`src/rtl/core/oal_pkg.sv`:
```
// Shared types and codes for the ordered array list engine.
package oal_pkg;

  localparam int CAPACITY_DEF = 16;

  localparam logic [1:0] CMD_INS_AT   = 2'd0;
  localparam logic [1:0] CMD_INS_SORT = 2'd1;
  localparam logic [1:0] CMD_DEL_AT   = 2'd2;
  localparam logic [1:0] CMD_LOCATE   = 2'd3;

  localparam logic [1:0] STAT_OK        = 2'd0;
  localparam logic [1:0] STAT_INVALID   = 2'd1;
  localparam logic [1:0] STAT_FULL      = 2'd2;
  localparam logic [1:0] STAT_NOT_FOUND = 2'd3;

  typedef struct packed {
    logic [1:0]         cmd;
    logic signed [31:0] value;
    logic [4:0]         position;
  } in_item_t;

  typedef struct packed {
    logic [1:0] status;
    logic [4:0] location;
    logic [4:0] list_count;
  } out_item_t;

  typedef struct packed {
    logic               shift_up;
    logic               shift_down;
    logic signed [31:0] value;
  } cell_ctl_t;

endpackage

```
`src/rtl/core/oal_cell.sv`:
```
// One list slot: holds an entry, shifts with its neighbors, compares against the key.
module oal_cell #(
  parameter int CW  = 5,
  parameter int IDX = 0
) (
  input  logic               clk,
  input  oal_pkg::cell_ctl_t ctl,
  input  logic [CW-1:0]      tgt,
  input  logic signed [31:0] prev_data,
  input  logic signed [31:0] next_data,
  output logic signed [31:0] data,
  output logic               lt,
  output logic               eq
);

  localparam logic [CW-1:0] MY_IDX = CW'(IDX);

  logic signed [31:0] data_r;
  logic signed [31:0] data_nxt;

  always_comb begin
    data_nxt = data_r;
    if (ctl.shift_up) begin
      if (MY_IDX > tgt) begin
        data_nxt = prev_data;
      end else if (MY_IDX == tgt) begin
        data_nxt = ctl.value;
      end
    end else if (ctl.shift_down) begin
      if (MY_IDX >= tgt) begin
        data_nxt = next_data;
      end
    end
  end

  always_ff @(posedge clk) begin
    data_r <= data_nxt;
  end

  assign data = data_r;
  assign lt   = data_r < ctl.value;
  assign eq   = data_r == ctl.value;

endmodule

```
`src/rtl/core/ordered_array_list_engine.sv`:
```
// Top level of the ordered array list engine: command sequencer over a chain of list cells.
//
//   channel  | ports                  | handshake
//   ---------+------------------------+-----------------------------------------
//   command  | start, busy, in_item   | transaction taken when start && !busy
//   result   | out_valid, out_item    | one-cycle strobe, one per command
//
// Cycles: a rejected command answers in the cycle right after it is taken.
// Insert at position and delete at position pass through decode, then shift.
// Sorted insert and locate walk the key past one cell per cycle; the scan counter
// over the cell chain steps the key along until a hit or the end of the list.
// Reset (rst_n low, synchronous) empties the list and drops any pending result;
// entry contents are not cleared. The receiver cannot stall: every result
// shows for exactly one cycle, and busy is already low while it shows.
module ordered_array_list_engine #(
  parameter int CAPACITY = oal_pkg::CAPACITY_DEF
) (
  input  logic               clk,
  input  logic               rst_n,
  input  logic               start,
  output logic               busy,
  input  oal_pkg::in_item_t  in_item,
  output logic               out_valid,
  output oal_pkg::out_item_t out_item
);

  localparam int CW = $clog2(CAPACITY + 1);
  localparam int IW = $clog2(CAPACITY);
  localparam int WW = (CW > 5) ? CW : 5;

  localparam logic [1:0] S_IDLE  = 2'd0;
  localparam logic [1:0] S_SCAN  = 2'd1;
  localparam logic [1:0] S_APPLY = 2'd2;

  logic [1:0]         state_r, state_nxt;
  logic [CW-1:0]      count_r, count_nxt;
  logic [1:0]         cmd_r, cmd_nxt;
  logic signed [31:0] value_r, value_nxt;
  logic [CW-1:0]      tgt_r, tgt_nxt;
  logic [CW-1:0]      idx_r, idx_nxt;
  logic               out_valid_r, out_valid_nxt;
  oal_pkg::out_item_t out_item_r, out_item_nxt;

  oal_pkg::cell_ctl_t ctl;
  logic signed [31:0] data_vec [CAPACITY];
  logic [CAPACITY-1:0] lt_vec;
  logic [CAPACITY-1:0] eq_vec;

  logic [WW-1:0] pos_w;
  logic [WW-1:0] cnt_w;
  logic [WW-1:0] cnt_nxt_w;
  logic [WW-1:0] loc_w;
  logic          full;
  logic          scan_end;
  logic          hit;

  // Cell chain: each cell sees its left and right neighbor; the ends see themselves.
  for (genvar g = 0; g < CAPACITY; g++) begin : g_cell
    logic signed [31:0] prev_d;
    logic signed [31:0] next_d;
    if (g == 0) begin : g_first
      assign prev_d = data_vec[g];
    end else begin : g_mid_l
      assign prev_d = data_vec[g-1];
    end
    if (g == CAPACITY - 1) begin : g_last
      assign next_d = data_vec[g];
    end else begin : g_mid_r
      assign next_d = data_vec[g+1];
    end
    oal_cell #(.CW(CW), .IDX(g)) u_cell (
      .clk       (clk),
      .ctl       (ctl),
      .tgt       (tgt_r),
      .prev_data (prev_d),
      .next_data (next_d),
      .data      (data_vec[g]),
      .lt        (lt_vec[g]),
      .eq        (eq_vec[g])
    );
  end

  // Shift only during the apply cycle; the key is broadcast to every cell.
  always_comb begin
    ctl.value      = value_r;
    ctl.shift_up   = (state_r == S_APPLY) && (cmd_r != oal_pkg::CMD_DEL_AT);
    ctl.shift_down = (state_r == S_APPLY) && (cmd_r == oal_pkg::CMD_DEL_AT);
  end

  assign pos_w    = WW'(in_item.position);
  assign cnt_w    = WW'(count_r);
  assign full     = count_r == CW'(CAPACITY);
  assign scan_end = idx_r == count_r;
  // Locate stops on the first equal entry, sorted insert on the first one not smaller.
  assign hit      = (cmd_r == oal_pkg::CMD_LOCATE) ? eq_vec[idx_r[IW-1:0]]
                                                   : !lt_vec[idx_r[IW-1:0]];
  assign loc_w    = WW'(idx_r) + WW'(1);

  always_comb begin
    state_nxt     = state_r;
    count_nxt     = count_r;
    cmd_nxt       = cmd_r;
    value_nxt     = value_r;
    tgt_nxt       = tgt_r;
    idx_nxt       = idx_r;
    out_valid_nxt = 1'b0;
    out_item_nxt  = out_item_r;
    cnt_nxt_w     = cnt_w;

    case (state_r)
      S_IDLE: begin
        if (start) begin
          cmd_nxt                 = in_item.cmd;
          value_nxt               = in_item.value;
          idx_nxt                 = '0;
          out_item_nxt.location   = '0;
          out_item_nxt.list_count = cnt_w[4:0];
          case (in_item.cmd)
            oal_pkg::CMD_INS_AT: begin
              if (pos_w > cnt_w) begin
                out_valid_nxt       = 1'b1;
                out_item_nxt.status = oal_pkg::STAT_INVALID;
              end else if (full) begin
                out_valid_nxt       = 1'b1;
                out_item_nxt.status = oal_pkg::STAT_FULL;
              end else begin
                tgt_nxt   = pos_w[CW-1:0];
                state_nxt = S_APPLY;
              end
            end
            oal_pkg::CMD_INS_SORT: begin
              if (full) begin
                out_valid_nxt       = 1'b1;
                out_item_nxt.status = oal_pkg::STAT_FULL;
              end else begin
                state_nxt = S_SCAN;
              end
            end
            oal_pkg::CMD_DEL_AT: begin
              if (pos_w >= cnt_w) begin
                out_valid_nxt       = 1'b1;
                out_item_nxt.status = oal_pkg::STAT_INVALID;
              end else begin
                tgt_nxt   = pos_w[CW-1:0];
                state_nxt = S_APPLY;
              end
            end
            default: begin
              state_nxt = S_SCAN;
            end
          endcase
        end
      end

      S_SCAN: begin
        if (scan_end || hit) begin
          if (cmd_r == oal_pkg::CMD_LOCATE) begin
            out_valid_nxt           = 1'b1;
            out_item_nxt.list_count = cnt_w[4:0];
            state_nxt               = S_IDLE;
            if (scan_end) begin
              out_item_nxt.status   = oal_pkg::STAT_NOT_FOUND;
              out_item_nxt.location = '0;
            end else begin
              out_item_nxt.status   = oal_pkg::STAT_OK;
              out_item_nxt.location = loc_w[4:0];
            end
          end else begin
            tgt_nxt   = idx_r;
            state_nxt = S_APPLY;
          end
        end else begin
          idx_nxt = idx_r + CW'(1);
        end
      end

      S_APPLY: begin
        if (cmd_r == oal_pkg::CMD_DEL_AT) begin
          count_nxt = count_r - CW'(1);
        end else begin
          count_nxt = count_r + CW'(1);
        end
        cnt_nxt_w               = WW'(count_nxt);
        out_valid_nxt           = 1'b1;
        out_item_nxt.status     = oal_pkg::STAT_OK;
        out_item_nxt.location   = '0;
        out_item_nxt.list_count = cnt_nxt_w[4:0];
        state_nxt               = S_IDLE;
      end

      default: begin
        state_nxt = S_IDLE;
      end
    endcase
  end

  always_ff @(posedge clk) begin
    if (!rst_n) begin
      state_r     <= S_IDLE;
      count_r     <= '0;
      out_valid_r <= 1'b0;
    end else begin
      state_r     <= state_nxt;
      count_r     <= count_nxt;
      out_valid_r <= out_valid_nxt;
    end
  end

  // Hold the command and result payload; no reset needed.
  always_ff @(posedge clk) begin
    cmd_r      <= cmd_nxt;
    value_r    <= value_nxt;
    tgt_r      <= tgt_nxt;
    idx_r      <= idx_nxt;
    out_item_r <= out_item_nxt;
  end

  assign busy      = state_r != S_IDLE;
  assign out_valid = out_valid_r;
  assign out_item  = out_item_r;

endmodule

```
`config.mk`:
```
export PLATFORM = sky130hd
export DESIGN_NAME = ordered_array_list_engine
export DESIGN_NICKNAME = d
export VERILOG_FILES = /design/src/rtl/core/oal_pkg.sv /design/src/rtl/core/oal_cell.sv /design/src/rtl/core/ordered_array_list_engine.sv
export SDC_FILE = /design/constraint.sdc
export NUM_CORES = 2
export LEC_CHECK = 0
export BUFFER_PORTS_ARGS = -buffer_cell sky130_fd_sc_hd__clkbuf_2
export CORE_AREA = 2 2 367 187
export DETAILED_ROUTE_END_ITERATION = 8
export DIE_AREA = 0 0 369 189
export PLACE_DENSITY = 0.82
export SYNTH_ARGS = -nofsm -noshare
export SYNTH_HDL_FRONTEND = slang
export SYNTH_SLANG_ARGS = --single-unit
```
`constraint.sdc`:
```
create_clock -name clk -period 4.7 [get_ports clk]
set_input_delay 0 -clock clk [delete_from_list [all_inputs] [get_ports clk]]
set_output_delay 0 -clock clk [all_outputs]
set_load 0.01 [all_outputs]
```
==> impl_summary.txt <==
----------------------------------------------------
[Placed design]
  Cell total after placement ... 4856
  Port bufs ... 55
  Detailed-placement wirelength estimate ... 86700 um
  Placer congestion estimate ... 0.971
  Placement-stage cell area ... 41800 um2

[Min path]
  Tightest Hold Check Type ... in -> reg
  Destination of the worst hold path ... value_r[23]
  Count of cells along the worst hold path ... 2
  Worst Hold Launch ... in_item[28]

[Floorplan]
  Placement row count ... 67
  DIE HEIGHT ... 189 um
  Area of the die ... 69700 um2
  IO Count ... 56
  Die W ... 369 um
  Starting density of the core ... 59.8%
  Floorplan Core Area ... 66400 um2

[Pwr]
  Comb pwr share ... 48.6%
  Reported leakage power ... 18.3 nW
  Internal power of the cells ... 14.2 mW
  Share of total power consumed by net switching ... 43.3%
  Pwr dens ... 569 nW/um2
  Fraction of power consumed by the clock network ... 18.3%
  VDD IR-drop max ... 521 uV
  Sequential share of power ... 33.1%
  Total net switching power ... 10.8 mW

[STA]
  Final setup violating endpoints ... 0
  Unrepaired setup endpoints after global routing ... false
  Worst clock skew on the final layout ... 0.0313 ns
  Fin Setup TNS ... 0 ns
  Max-slew violation count ... 0
  Worst slack on hold paths ... 0.0759 ns
  Post-route fraction of the period consumed by the critical path ... 97.7%
  Max Freq ... 0.218 GHz
  Worst slew pin tran ... 1.23 ns
  Slew HR ... 18.1%
  Fin. Hold Viols ... 0
  Final critical path time including I/O delays and setup ... 4.59 ns

[Finish]
  Ratio of cells with drive above 1 in the final layout ... 8.69%
  Post-layout net count ... 4626
  Leading cell type in the layout, fill and taps excluded ... nand2_1
  Design Area, Final ... 44000 um2
  Non-filler cells in the finished layout ... 4995
  Commonest cells after routing, fill and taps aside ... 628 x nand2_1, 599 x o21ai_0, 568 x edfxtp_1
  Area growth from synthesis to layout ... 10.8%

[Detailed routing]
  Antenna-violating nets left ... 0
  Number of vias per cell after detailed routing ... 6.59
  Final wirelength ... 116000 um
  Number of search-and-repair iterations in the first detailed-routing pass ... 8
  Final routed wire length divided by cell count ... 23.3 um
  DR DRC count ... 0
  Detailed router's first-iteration violation count ... 5321
  Count of vias placed by the detailed router ... 32900

[Synth]
  Count of different cell masters after synthesis ... 79
  Net count of the mapped netlist ... 4533
  Post-synthesis async set-or-reset flop share ... 0%
  Number of synthesized register bits ... 576
  Gate Count Post-Synth ... 3961
  Synth warnings ... 0
  Most used DFF post-synth ... edfxtp_1
  Sequential share of the synthesized area ... 43.4%
  Netlist area before placement ... 39700 um2
  Number of synthesized flops with an enable pin ... 568
  Mean post-synth cell area ... 10.0 um2

[Clock tree]
  Number of buffers created by CTS ... 52
  Depth of the CTS H-tree ... 2
  CTS tree ... built
  Count of clock tree sinks ... 576
  Clock slew seen by the registers of the worst setup and hold paths ... 0.07 ns
  Maximum buffer depth of the clock tree ... 3
  Clk Latency, worst-skew pair ... 0.64 ns
  Number of buffers inserted by post-CTS setup repair ... 0
  Cell chosen for the clock root ... clkbuf_16

[Setup path]
  Length in cells of the worst reg-to-reg path ... 14
  Setup slack on the worst flop-to-flop path ... 0.11 ns
  Type of origin of the critical path ... flop
  Crit path capture type ... flop
  Required time of the critical path ... 4.98 ns
  Category of the most critical setup path ... reg -> reg
  Launch instance of the worst register-to-register path ... value_r[15]
  Endpoint of the lowest-slack register-to-register path ... out_item[10]
  Highest fanout seen on the critical path ... 14
  Data arrival at the endpoint of the critical path ... 4.88 ns

[Outcome]
  Outcome ... finished, final reports clean

[Global route]
  Via count of the first global-routing pass ... 30800
  Total global-route track usage ... 32.7%
  First-pass GRT wire length ... 179000 um
  Overall overflow remaining after global route ... 0
  Maximum number of pins on one net before global-route repair ... 190
  Initial antenna violation count ... 0

[Flow run]
  Count of max-cap constraint violations ... 0

----------------------------------------------------
-- worst max-delay path, cell delays in order, from the launching register on --
cell       delay [ns]
edfxtp_1         0.40
inv_1            0.31
buf_4            0.30
ha_1             0.20
nand3_1          0.16
or4_1            0.73
a21oi_1          0.22
nor4_1           0.13
o2111ai_1        0.20
o311ai_0         0.16
nor4bb_1         0.44
a211oi_1         0.13
o21ai_1          0.24
a31oi_1          0.17
a2111oi_2        0.44
-- power by group through the flow --
stage	clock, mW	sequential [mW]	combinational (mW)
after global placement	0	8.32	11.1
after CTS	4.57	8.24	11.7
after detailed placement	0	8.34	11.6
after floorplan	0	8.02	8.07
after global routing	4.76	8.35	13.3
final	4.57	8.27	12.2
-- per-layer routing --
| metal | global-route usage (%) | share of wire [%] |
|---|---|---|
| met4 | 4.95 | 1.4 |
| met5 | 0 | 0 |
| met3 | 10.4 | 15 |
| met1 | 51.5 | 45 |
| met2 | 43.8 | 39 |
-- cells in the mapped netlist, types with 5 or more instances --
| library cell | number | area (um2) |
|---|---|---|
| a21oi_1 | 280 | 1400 |
| o21ai_0 | 599 | 3000 |
| xnor2_1 | 8 | 70.1 |
| nor2b_1 | 25 | 156 |
| and2_1 | 7 | 43.8 |
| a221oi_1 | 16 | 140 |
| mux2i_1 | 360 | 3600 |
| a21o_1 | 36 | 270 |
| mux2_2 | 8 | 90.1 |
| xor2_1 | 9 | 78.8 |
| and4_1 | 17 | 149 |
| a31oi_1 | 10 | 62.6 |
| buf_1 | 7 | 26.3 |
| o21a_1 | 5 | 37.5 |
| inv_1 | 79 | 297 |
| dfxtp_1 | 8 | 160 |
| a221o_1 | 7 | 70.1 |
| nand4_1 | 92 | 576 |
| or4_1 | 5 | 37.5 |
| a211oi_1 | 28 | 210 |
| o31ai_1 | 5 | 37.5 |
| edfxtp_1 | 568 | 17100 |
| nand3_1 | 70 | 350 |
| nand2_1 | 628 | 2360 |
| and3_1 | 8 | 50.1 |
| nand2b_1 | 11 | 68.8 |
| or3_1 | 8 | 50.1 |
| a2111o_1 | 6 | 67.6 |
| nor4_1 | 17 | 106 |
| nor2_1 | 166 | 623 |
| o211ai_1 | 21 | 158 |
| ha_1 | 529 | 6620 |
| nor3_1 | 32 | 160 |
| clkbuf_1 | 205 | 769 |
| a2111oi_0 | 7 | 61.3 |
-- area by class of cell --
| type | count | area, um2 |
|---|---|---|
| Antenna cell | 1 | 2.50 |
| Clock inverter | 39 | 390 |
| Fill cell | 5021 | 22400 |
| Timing Repair Buffer | 254 | 1970 |
| Multi-Input combinational cell | 3088 | 21600 |
| Sequential cell | 576 | 17200 |
| Inverter | 82 | 308 |
| Tap cell | 897 | 1120 |
| Clock buffer | 58 | 1330 |
-- kinds of logic after synthesis --
group	after synthesis	synth area share, %
buffers and inverters	297	2.88
muxes	368	9.31
adders and majority gates	530	16.7
AOI/OAI and AO/OA	1072	15.1
and+or+nand+nor	1101	12.2
xor gates and xnor gates	17	0.375
DFF	576	43.4
-- timing repair --
action                                  4_1_cts  5_1_grt
gates cloned                                  0        0
endpoints found under the hold margin        65        0
endpoints found under the setup margin        2        2
gates resized for setup                       2        8
hold buffers                                 41        0
-- stage by stage --
stage,setup WS [ns],util [%],power [mW]
6_report,0.109,66.2,25.0
3_5_place_dp,-0.0492,62.9,20.0
3_3_place_gp,0.109,62.9,19.5
2_1_floorplan,0.474,-,16.1
5_1_grt,0.0412,66.2,26.4
4_1_cts,0.102,66.1,24.6
-- how the worst max path moves through the flow --
stage                 from      endpoint  slack (ns)  depth (start not counted)
6_report       value_r[15]  out_item[10]        0.11                         14
5_1_grt        value_r[15]  out_item[11]        0.04                         14
4_1_cts        value_r[15]  out_item[10]        0.10                         14
3_5_place_dp   value_r[15]  out_item[11]       -0.05                         14
3_3_place_gp   value_r[14]  out_item[10]        0.11                         14
2_1_floorplan  value_r[26]   out_item[0]        0.47                         12
-- flip-flops by register name (all words and copies together) (netlist names) --
register and count:
idx_r 5, out_valid 1, cnt_w 5, value_r 32, out_item 12, g_cell.u_cell.data 512, cmd_r 2, tgt_r 5
state_r 2
(Power assumes the default switching activity.)
